[src/design/nclab_pkg.sv]
package nclab_pkg;

    localparam int DEF_MAX_CLUSTERS = 8;
    localparam int DEF_MAX_DIMS     = 16;

    localparam int FEAT_W        = 16;
    localparam int SQ_W          = 34;
    localparam int SUM_W         = 37;
    localparam int DIST_W        = 36;
    localparam int LABEL_W       = 3;
    localparam int CLUSTER_IDX_W = 6;
    localparam int K_W           = 4;

    localparam logic [K_W-1:0] K_RESET = 4'd8;

    localparam logic CMD_LOAD  = 1'b0;
    localparam logic CMD_POINT = 1'b1;

    typedef struct packed {
        logic              command;
        logic [2:0]        cluster_index;
        logic [3:0]        feature_index;
        logic [FEAT_W-1:0] feature_value;
        logic              point_end;
    } in_item_t;

    typedef struct packed {
        logic [LABEL_W-1:0] label;
        logic [DIST_W-1:0]  best_distance;
    } out_item_t;

    // Broadcast from the front end to every cell
    typedef struct packed {
        logic              wr_en;
        logic              rd_en;
        logic [2:0]        cluster;
        logic [FEAT_W-1:0] value;
    } feat_bus_t;

    // Running minimum handed along the cell row
    typedef struct packed {
        logic                     valid;
        logic [CLUSTER_IDX_W-1:0] idx;
        logic [SUM_W-1:0]         sum;
    } token_t;

endpackage

[src/design/nclab_cell.sv]
module nclab_cell
    import nclab_pkg::*;
#(
    parameter int MAX_DIMS = DEF_MAX_DIMS,
    parameter int CELL_ID  = 0,
    localparam int AW      = (MAX_DIMS > 1) ? $clog2(MAX_DIMS) : 1
)
(
    input  logic              clk,
    input  logic              rst_n,
    input  feat_bus_t         bus,
    input  logic [AW-1:0]     addr,
    input  logic              acc_valid,
    input  logic [FEAT_W-1:0] acc_x,
    input  logic              active,
    input  logic              hold,
    input  logic              tin_first,
    input  token_t            tin,
    output token_t            tout
);

    logic [FEAT_W-1:0]        mem [MAX_DIMS];
    logic [FEAT_W-1:0]        rd_data_reg;
    logic [SQ_W-1:0]          sq_reg;
    logic [SQ_W-1:0]          sq_next;
    logic [SUM_W-1:0]         sum_reg;
    logic [SUM_W-1:0]         sum_next;
    logic                     tout_valid_reg;
    logic [CLUSTER_IDX_W-1:0] tout_idx_reg;
    logic [SUM_W-1:0]         tout_sum_reg;
    logic signed [16:0]       diff;
    logic signed [33:0]       prod;
    logic [SUM_W:0]           acc;
    logic                     take_own;
    logic                     step;

    always_ff @(posedge clk)
    begin
        if (bus.wr_en && (32'(bus.cluster) == CELL_ID))
        begin
            mem[addr] <= bus.value;
        end
        if (bus.rd_en)
        begin
            rd_data_reg <= mem[addr];
        end
    end

    always_comb
    begin
        diff    = $signed({acc_x[FEAT_W-1], acc_x})
                - $signed({rd_data_reg[FEAT_W-1], rd_data_reg});
        prod    = diff * diff;
        sq_next = (acc_valid && active) ? SQ_W'(unsigned'(prod)) : '0;
    end

    assign step     = tin.valid && !hold;
    assign acc      = {1'b0, sum_reg} + {{(SUM_W + 1 - SQ_W){1'b0}}, sq_reg};
    assign take_own = active && (tin_first || (sum_reg < tin.sum));

    always_comb
    begin
        if (step)
        begin
            // token has read this sum: clear for the next point
            sum_next = '0;
        end
        else if (acc[SUM_W])
        begin
            sum_next = '1;
        end
        else
        begin
            sum_next = acc[SUM_W-1:0];
        end
    end

    always_ff @(posedge clk or negedge rst_n)
    begin
        if (!rst_n)
        begin
            sq_reg         <= '0;
            sum_reg        <= '0;
            tout_valid_reg <= 1'b0;
        end
        else
        begin
            sq_reg  <= sq_next;
            sum_reg <= sum_next;
            if (!hold)
            begin
                tout_valid_reg <= tin.valid;
            end
        end
    end

    always_ff @(posedge clk)
    begin
        if (step)
        begin
            if (take_own)
            begin
                tout_idx_reg <= CLUSTER_IDX_W'(CELL_ID);
                tout_sum_reg <= sum_reg;
            end
            else
            begin
                tout_idx_reg <= tin.idx;
                tout_sum_reg <= tin.sum;
            end
        end
    end

    assign tout.valid = tout_valid_reg;
    assign tout.idx   = tout_idx_reg;
    assign tout.sum   = tout_sum_reg;

endmodule

[config.mk]
export PLATFORM = sky130hd
export DESIGN_NAME = nclab_cell
export DESIGN_NICKNAME = d
export VERILOG_FILES = /design/src/design/nclab_pkg.sv /design/src/design/nclab_cell.sv
export SDC_FILE = /design/constraint.sdc
export NUM_CORES = 1
export LEC_CHECK = 0
export CAP_MARGIN = 40
export CORE_MARGIN = 4
export CORE_UTILIZATION = 55
export CTS_BUF_LIST = sky130_fd_sc_hd__clkbuf_8
export DETAILED_ROUTE_END_ITERATION = 10
export DONT_BUFFER_PORTS = 1
export GPL_TIMING_DRIVEN = 0
export HOLD_SLACK_MARGIN = 0.12
export PLACE_DENSITY = 0.7
export RECOVER_POWER = 50
export SYNTH_ARGS = -nofsm -noshare
export SYNTH_HDL_FRONTEND = slang
export SYNTH_SLANG_ARGS = --single-unit
export TNS_END_PERCENT = 100
[constraint.sdc]
create_clock -name clk -period 10.2 [get_ports clk]
set_input_delay 2.04 -clock clk [delete_from_list [all_inputs] [get_ports clk]]
set_output_delay 2.04 -clock clk [all_outputs]
set_load 0.1 [all_outputs]
# Yosys cells after proc, flatten, opt, wreduce, memory -nomap -nowiden
# Memory sizes are Yosys's and may differ from the RTL's. A register that Yosys moved wholly into a read port is not among the register bits.
# Cells that the tools add are included.
# totals
regBits	115
mem_bits_rw	256
out_inout_bits	44
mem_count	1
# op_classes
addsub	2
multipliers	1
order_cmp	1
muxes	6
n_reduce_logical	7
# mem_list
memory	depth	word_bits	read_ports	rd_clocked_by_memory_dff	write_ports	line	text
mem	16	16	1	1	1	nclab_cell.sv:22	logic [FEAT_W-1:0] mem [MAX_DIMS];
# op_table
operator	count
two-way mux 37 bit	3
adder 37 x 34 -> 38 bit	1
less-than comparator 37 bit	1
multiplier 17 x 17 -> 34 bit	1
two-way mux 34 bit	1
subtractor 16 x 16 -> 17 bit	1
logical AND 1 bit	4
zero test 3 bit	1
two-way mux 1 bit	2
zero test 1 bit	1
logical OR 1 bit	1

# Depth between registers and ports, before layout
# Gate-level depths: netlist of run 1.
# depth
word_depth	4
mapped_depth	36

# Least setup slack after synthesis of run 1
# No wires, ideal clock.
# synth_path
kind	input -> register
from	in acc_x[0]
to	reg sq_reg[31]
setup_time_ns	0.132
t_arrival_ns	9.812
slack_ns	0.257
path_stages	34
n_path_buf	1
path_cell_list	inv_1 > ha_1 > fa_1 > nor2b_1 > o21ai_0 > a21boi_0 > o211ai_1 > a31oi_1 > or2_2 > nand2_1 > a31o_2 > inv_1 > buf_2 > nor2_1 > fa_1 > inv_1 > fa_1 > inv_1 > fa_1 > fa_1 > fa_1 > inv_1 > fa_1 > inv_1 > ha_1 > a21o_1 > a2111oi_2 > o21bai_1 > a221oi_2 > a21oi_1 > or3_1 > a21oi_1 > xor2_1 > nor2_1
# synth_between
elab_chain_cells	3
# synth_lines
item	line	text
from (decl)	nclab_cell.sv:14	input logic [FEAT_W-1:0] acc_x,
subtractor 16 x 16 -> 17 bit	nclab_cell.sv:52	- $signed({rd_data_reg[FEAT_W-1], rd_data_reg});
multiplier 17 x 17 -> 34 bit	nclab_cell.sv:53	prod = diff * diff;
two-way mux 34 bit	nclab_cell.sv:54	sq_next = (acc_valid && active) ? SQ_W'(unsigned'(prod)) : '0;
via sq_next[31]	nclab_cell.sv:25	logic [SQ_W-1:0] sq_next;
to (signal assigned)	nclab_cell.sv:88	sq_reg <= sq_next;
to (decl)	nclab_cell.sv:24	logic [SQ_W-1:0] sq_reg;
# The timed path passes the listed nets, and every way through them passes these cells.
# A chain may end at the register's enable or synchronous reset.

# Worst setup path after layout of run 1
# layout_path
from	in acc_x[1]
to	reg sq_reg[33]
# The elaborated chain is that of the path after synthesis.

==> results of run 1 <==
==> critical path, delay by kind of cell <==
kind	cells	cell delay, ns
buf+inv	6	0.87
fa+ha+maj	8	3.66
compound gates	8	2.12
simple gates	8	1.40
xor+xnor	1	0.20
==> metrics by stage <==
stage / cells / hold WS [ns] / setup WS [ns] / utilization, %
detailed placement: 2894 / 0.510 / -1.26 / 58.6
global placement: 2861 / 0.471 / -1.25 / 57.4
CTS: 3010 / 0.523 / 0.0400 / 61.2
finish: 3018 / 0.510 / 0.361 / 61.2
floorplan: 2197 / 0.455 / 0.257 / -
global route: 3016 / 0.529 / -0.0138 / 61.2
==> cells in the mapped netlist (10+ instances only) <==
library cell	count	share of area, %
inv_1	401	5.5
edfxtp_1	315	35
fa_1	270	20
ha_1	171	7.8
nor2_1	161	2.2
nand2_1	125	1.7
a21oi_1	103	1.9
mux4_2	80	6.6
dfrtp_1	71	6.5
a21o_1	52	1.4
xnor2_1	48	1.5
o21ai_0	42	0.77
clkbuf_1	41	0.56
mux2_1	33	1.4
xor2_1	31	1.0
nor3_1	21	0.39
nor2b_1	18	0.41
nand2b_1	17	0.39
buf_2	16	0.29
nand3_1	15	0.28
and3_1	13	0.30
a211oi_1	12	0.33
o21a_1	10	0.28
==> what timing repair did <==
action	4_1_cts	5_1_grt
hold buffers	0	0
endpoints found under the setup margin	6	5
pin swaps	0	5
gates resized for setup	6	26
buffers inserted	0	5
gates cloned	0	0
==> per-layer routing <==
metal	GRT usage [%]	wire length [um]	up-vias
met5	0	83	-
met4	7.99	2000	12
met3	5.23	3900	147
met2	41.9	31200	497
met1	29.4	23800	8584
li1	-	-	7690
==> cells by family after synthesis <==
group / after synthesis / synth area share, %
buf+inv: 473 / 6.70
fa+ha+maj: 441 / 27.7
simple gates: 413 / 6.81
flops: 386 / 41.2
compound gates: 287 / 6.96
mux: 118 / 8.16
xor+xnor: 79 / 2.54
==> cell type report <==
cell class                      instances  area (um2)  share of cell area (%)
Multi-Input combinational cell       1338       14300                    47.9
Sequential cell                       386       11200                    37.5
Inverter                              406        1530                    5.10
Clock buffer                           71         977                    3.26
Tap cell                              664         831                    2.77
Timing Repair Buffer                   40         444                    1.48
Buffer                                 66         314                    1.05
Clock inverter                         45         279                   0.932
Antenna cell                            2        5.00                  0.0167
==> worst paths after layout <==
path | startpoint | to | cells after the start
min in group asynchronous | rst_n | sum_reg[33]$_DFF_PN0_ | 0
worst min register to register | tout_valid_reg$_DFFE_PN0N_ | tout_valid_reg$_DFFE_PN0N_ | 1
worst min-delay path | tout_valid_reg$_DFFE_PN0N_ | tout_valid_reg$_DFFE_PN0N_ | 1
max in group asynchronous | rst_n | sum_reg[20]$_DFF_PN0_ | 0
worst max register to register | rd_data_reg[1]$_DFFE_PP_ | sq_reg[33]$_DFF_PN0_ | 32
worst max-delay path | acc_x[1] | sq_reg[33]$_DFF_PN0_ | 31
==> metrics.yaml, run 1 <==
drtIter0Drc: 1076
dp_hpwl_mm: 47.4
fin_crit_sh_pct: 96.5
layout_common_cells: "inv_1 (420), edfxtp_1 (315), fa_1 (267)"
clock_path_buffers: 3
crit_required_ns: 10.68
ant_nets: 0
ys_warn_count: 0
fmax_mhz: 102
postSynthAreaPerCell_um2: 12.4
synth_cell_type_count: 72
yosys_most_used_dff: "edfxtp_1"
wl_mm: 60.9
largest_reg_flops: 256
start_util_pct: 55.7
hold_violations: 0
dpl_cell_area_um2: 28700
mostFrequentLayoutCell: "inv_1"
drive_gt1_share_pct: 11.6
startpoint_type: "primary input"
path_max_fanout: 10
fp.dieArea_um2: 53200
cap_violations: 1
core_um2: 49000
violations: "capacitance limit, slew limit"
hold_class: "register to register"
syn-num-nets: 2729
gp_congestion: 0.903
drc: 0
clkSinkCount: 386
htreeDepth: 3
top_level_ports: 135
die_h_um: 231
vias_per_cell: 5.61
worstPathArrival_ns: 10.32
crit_top_cell: "fa_1"
setup_viol: 0
tightest_slew_ns: 1.68
fp-row-count: 81
vias: 16900
grt_pass1_vias: 18400
antenna_found_initial: 8
die_x_um: 231
tns_ns: 0
fin_area_um2: 30000
nFillCells: 3765
routedWlPerCell_um: 20.2
areaGrowthSynthToFinish_pct: 9.76
cp_slowest_stage_delay_ns: 0.63
root_buffer: "clkbuf_8"
grt_max_degree: 72
grt_pass1_wl_mm: 98.6
endpoint_kind: "register"
cts_buffers: 67
period_minus_slack_ns: 9.84
synth_area_um2: 27300
grt.overflow.total: 0
critPathKind: "primary input to register"
max_slew_margin_pct: -11.8
synth-edff-count: 315
status: "finished with violations"
clock_latency_ns: 0.66
dr.pass1.iters: 8
io_buffers: 0
ys_async_sr_fraction_pct: 18.4
clock_skew_ns: 0.0334
yosysSeqAreaShare_pct: 41.2
grt.total_usage_pct: 23.8
cts_tree: "yes"
syn_inst: 2197
synth_seq_cells: 386
reg2reg_slack_ns: 1.29
slew_viol_final: 34
clkSlewWorstSetupHoldPaths_ns: 0.05
slowest_stage: "o31ai_1"
nNetsFinal: 2837
Power of run 1 is left out: the tool's default activity adds up to more than one toggle a clock period on the data nets, which glitch-free logic cannot reach.
==> inputs of run 2 (changes only) <==
- PLACE_DENSITY: 0.7 -> 0.77
- clock period: 10.2 -> 12.26 ns (I/O delays scaled with it)
==> metrics.yaml, run 2 (synthesized netlist as in run 1, its figures left out) <==
finalNonFillerCells: 3005  # was 3018
ant_nets: 0  # unchanged
dr.pass1.iters: 5  # was 8
period_minus_slack_ns: 10.83
wl_mm: 60.5  # was 60.9 mm
htreeDepth: 2  # was 3
cts_buffers: 60  # was 67
endpoint_kind: "register"  # unchanged
fp-row-count: 81  # unchanged
clock_skew_ns: 0.0486  # was 0.0334 ns
reg2reg_slack_ns: 2.83  # was 1.29 ns
clkSinkCount: 386  # unchanged
grt.total_usage_pct: 23.4  # was 23.8%
core_um2: 49000  # unchanged
start_util_pct: 55.7  # unchanged
cp_slowest_stage_delay_ns: 0.63  # about the same
max_slew_margin_pct: -11.2  # was -11.8%
fmax_mhz: 92.4
vias_per_cell: 5.62  # was 5.61
fp.dieArea_um2: 53200  # unchanged
dpl.cell_count: 2894  # unchanged
mostFrequentLayoutCell: "inv_1"  # unchanged
crit_top_cell: "fa_1"  # unchanged
drive_gt1_share_pct: 10.5  # was 11.6%
die_x_um: 231  # unchanged
whs_path_depth: 1  # unchanged
gp_congestion: 0.925  # was 0.903
place_ws_ns: 0.753  # was -1.26 ns
drc: 0  # unchanged
top_level_ports: 135  # unchanged
worst_slack_ns: 1.43  # was 0.361 ns
drtIter0Drc: 1209  # was 1076
critPathKind: "primary input to register"  # unchanged
nNetsFinal: 2824  # was 2837
worstPathArrival_ns: 11.34  # was 10.32 ns
cts_tree: "yes"  # unchanged
setup_viol: 0  # unchanged
layout_common_cells: "inv_1 (423), edfxtp_1 (315), fa_1 (270)"  # was inv_1 (420), edfxtp_1 (315), fa_1 (267)
startpoint_type: "primary input"  # unchanged
hold_class: "register to register"  # unchanged
root_buffer: "clkbuf_8"  # unchanged
fin_crit_sh_pct: 88.3
largest_reg_flops: 256  # unchanged
r2r_cells: 32  # unchanged
grt.overflow.total: 0  # unchanged
antenna_found_initial: 3  # was 8
nFillCells: 3692  # was 3765
violations: "capacitance limit, slew limit"  # unchanged
io_buffers: 0  # unchanged
hold_buffers: 0  # unchanged
slew_viol_final: 34  # unchanged
clkSlewWorstSetupHoldPaths_ns: 0.05  # about the same
dpl_cell_area_um2: 28700  # about the same
post_cts_buffers: 0  # unchanged
areaGrowthSynthToFinish_pct: 9.18  # was 9.76%
tightest_slew_ns: 1.67  # was 1.68 ns
cap_violations: 1  # unchanged
hold_violations: 0  # unchanged
routedWlPerCell_um: 20.1  # was 20.2 um
cts_resized: 0  # was 6
tns_ns: 0  # unchanged
die_h_um: 231  # unchanged
clock_path_buffers: 3  # unchanged
grt_pass1_vias: 18500  # was 18400
grt_pass1_wl_mm: 97.6  # was 98.6 mm
slowest_stage: "xnor2_1"  # was o31ai_1
vias: 16900  # about the same
fin_area_um2: 29800  # was 30000 um2
dp_hpwl_mm: 47.9  # was 47.4 mm
rsz0062_at_grt: "false"
status: "finished with violations"  # unchanged
clock_latency_ns: 0.70  # was 0.66 ns
path_max_fanout: 10  # unchanged
crit_required_ns: 12.77  # was 10.68 ns
grt_max_degree: 72  # unchanged
run 2: metrics by stage:
step / hold slack, ns / utilization, %
after detailed placement: 0.473 / 58.5
after CTS: 0.482 / 60.9
after global routing: 0.505 / 60.8
final: 0.480 / 60.9
after global placement: 0.469 / 57.4
after floorplan: 0.455 / -
run 2: layout make-up:
class | count | area [um2] | share of cell area, %
buffer | 67 | 304 | 1.02
inverter | 406 | 1520 | 5.12
sequential | 386 | 11200 | 37.7
tap | 664 | 831 | 2.79
timing repair buffer | 33 | 475 | 1.60
antenna | 3 | 7.51 | 0.0252
clock inverter | 44 | 262 | 0.878
clock buffer | 64 | 881 | 2.96
multi-input combinational | 1338 | 14300 | 47.9
run 2: final timing paths:
kind / from / to
max reg2reg: rd_data_reg[0]$_DFFE_PP_ / sq_reg[31]$_DFF_PN0_
max in group asynchronous: rst_n / sq_reg[29]$_DFF_PN0_
min: tout_valid_reg$_DFFE_PN0N_ / tout_valid_reg$_DFFE_PN0N_
min in group asynchronous: rst_n / sq_reg[10]$_DFF_PN0_
min reg2reg: tout_valid_reg$_DFFE_PN0N_ / tout_valid_reg$_DFFE_PN0N_
max: acc_x[0] / sq_reg[31]$_DFF_PN0_
run 2: critical path, delay by kind of cell:
family / cells / cell delay [ns]
compound gates: 6 / 1.39
fa+ha+maj: 9 / 4.22
simple gates: 9 / 1.65
buf+inv: 7 / 0.79
xor+xnor: 2 / 0.81
run 2: metal layers:
| layer | vias up | routed length (um) | global-route usage, % |
|---|---|---|---|
| met2 | 636 | 31200 | 41.7 |
| met4 | 2 | 2280 | 8.78 |
| met5 | - | 13 | 0 |
| li1 | 7664 | - | - |
| met3 | 151 | 4390 | 5.01 |
| met1 | 8436 | 22600 | 28.0 |
Power of run 2 is left out for the same reason.
==> inputs of run 3 (changes only) <==
- CORE_UTILIZATION: 55 -> 57
- PLACE_DENSITY: 0.77 -> 0.79
==> metrics.yaml, run 3 (synthesized netlist as in run 1, its figures left out) <==
wl_mm: 62.1  # was 60.5 mm
drtIter0Drc: 1246  # was 1209
root_buffer: "clkbuf_8"  # unchanged
cp_slowest_stage_delay_ns: 0.63  # about the same
period_minus_slack_ns: 10.90  # was 10.83 ns
dp_hpwl_mm: 48.1  # was 47.9 mm
drc: 0  # unchanged
dpl_cell_area_um2: 28400  # was 28700 um2
path_max_fanout: 10  # unchanged
vias: 17200  # was 16900
critPathKind: "primary input to register"  # unchanged
wl_met3_mm: 5.04  # was 4.39 mm
post_cts_buffers: 0  # unchanged
gp_congestion: 0.925  # about the same
fmax_mhz: 91.8  # was 92.4 MHz
ant_nets: 0  # unchanged
layout_common_cells: "inv_1 (423), edfxtp_1 (315), fa_1 (270)"  # unchanged
grt_max_degree: 72  # unchanged
mostFrequentLayoutCell: "inv_1"  # unchanged
cts_tree: "yes"  # unchanged
core_um2: 47000  # was 49000 um2
hold_violations: 0  # unchanged
violations: "capacitance limit, slew limit"  # unchanged
worstHoldStart: "tout_valid_reg$_DFFE_PN0N_"  # unchanged
largest_reg_flops: 256  # unchanged
top_layer_used: "met5"  # unchanged
tns_ns: 0  # unchanged
die_h_um: 227  # was 231 um
io_buffers: 0  # unchanged
clock_skew_ns: 0.0590  # was 0.0486 ns
cts_resized: 0  # unchanged
top_level_ports: 135  # unchanged
worstReg2RegEnd: "sq_reg[31]$_DFF_PN0_"  # unchanged
r2r_cells: 32  # unchanged
max_slew_margin_pct: -7.68  # was -11.2%
crit_top_cell: "fa_1"  # unchanged
die_x_um: 227  # was 231 um
nNetsFinal: 2821  # was 2824
grt_pass1_vias: 18900  # was 18500
htreeDepth: 2  # unchanged
startpoint_type: "primary input"  # unchanged
wl_met1_mm: 22.5  # was 22.6 mm
clock_path_buffers: 3  # unchanged
hold_buffers: 0  # unchanged
fp-row-count: 79  # was 81
antenna_found_initial: 4  # was 3
start_util_pct: 58.1  # was 55.7%
nFillCells: 3415  # was 3692
cts_buffers: 60  # unchanged
fp.dieArea_um2: 51400  # was 53200 um2
fin_crit_sh_pct: 88.9  # was 88.3%
hold-worst-slack_ns: 0.478  # was 0.480 ns
slowest_stage: "xnor2_1"  # unchanged
grt.overflow.total: 0  # unchanged
endpoint_kind: "register"  # unchanged
vias_per_cell: 5.84  # was 5.62
slew_viol_final: 34  # unchanged
multi_input_area_um2: 14300  # unchanged
clkSinkCount: 386  # unchanged
rsz0062_at_grt: "false"  # unchanged
clock_latency_ns: 0.72  # was 0.70 ns
fin_area_um2: 29600  # was 29800 um2
regArea_um2: 11200  # unchanged
clkSlewWorstSetupHoldPaths_ns: 0.06  # was 0.05 ns
setup_viol: 0  # unchanged
areaGrowthSynthToFinish_pct: 8.57  # was 9.18%
worstPathArrival_ns: 11.42  # was 11.34 ns
grt_pass1_wl_mm: 100  # was 97.6 mm
crit_required_ns: 12.79  # was 12.77 ns
reg2reg_slack_ns: 2.76  # was 2.83 ns
hold_end: "tout_valid_reg$_DFFE_PN0N_"  # unchanged
drive_gt1_share_pct: 10.2  # was 10.5%
tightest_slew_ns: 1.62  # was 1.67 ns
hold_class: "register to register"  # unchanged
status: "finished with violations"  # unchanged
reg2reg_from: "rd_data_reg[0]$_DFFE_PP_"  # unchanged
dr.pass1.iters: 5  # unchanged
grt.total_usage_pct: 25.1  # was 23.4%
cap_violations: 1  # unchanged
routedWlPerCell_um: 21.1  # was 20.1 um
wl_met2_mm: 31.7  # was 31.2 mm
whs_path_depth: 1  # unchanged
[run 3: area by class of cell]
| cell class | count | share of cell area [%] |
|---|---|---|
| antenna | 5 | 0.0422 |
| buffer | 67 | 1.02 |
| clock buffer | 60 | 2.79 |
| clock inverter | 53 | 1.09 |
| inverter | 406 | 5.14 |
| multi-input combinational | 1338 | 48.2 |
| sequential | 386 | 37.9 |
| tap | 607 | 2.56 |
| timing repair buffer | 30 | 1.26 |
[run 3: critical path, delay by kind of cell]
kind | cells | cell delay, ns
buffers and inverters | 7 | 0.83
adder cells (fa/ha/maj) | 9 | 4.20
AO/OA/AOI/OAI | 6 | 1.42
XOR/XNOR | 2 | 0.80
AND/OR/NAND/NOR | 9 | 1.71
[run 3: metrics by stage]
| step | util (%) | setup slack (ns) | std cells |
|---|---|---|---|
| floorplan | - | 1.90 | 2197 |
| global placement | 59.7 | 0.818 | 2804 |
| detailed placement | 60.5 | 0.724 | 2831 |
| CTS | 63.0 | 1.42 | 2944 |
| global route | 63.1 | 0.908 | 2948 |
| finish | 63.1 | 1.36 | 2952 |
[run 3: layer usage]
| metal | vias up | GRT usage [%] |
|---|---|---|
| li1 | 7648 | - |
| met1 | 8627 | 29.9 |
| met2 | 768 | 44.2 |
| met3 | 196 | 5.23 |
| met4 | 4 | 10.8 |
| met5 | - | 0 |
[run 3: worst max path at each step]
stage	endpoint	slack, ns	from
2_1_floorplan	sq_reg[31]$_DFF_PN0_	1.90	acc_x[0]
3_3_place_gp	sq_reg[31]$_DFF_PN0_	0.82	acc_x[0]
3_5_place_dp	sq_reg[31]$_DFF_PN0_	0.72	acc_x[0]
4_1_cts	sq_reg[31]$_DFF_PN0_	1.42	acc_x[0]
5_1_grt	sq_reg[31]$_DFF_PN0_	0.91	acc_x[0]
6_report	sq_reg[31]$_DFF_PN0_	1.36	acc_x[0]
Power of run 3 is left out for the same reason.
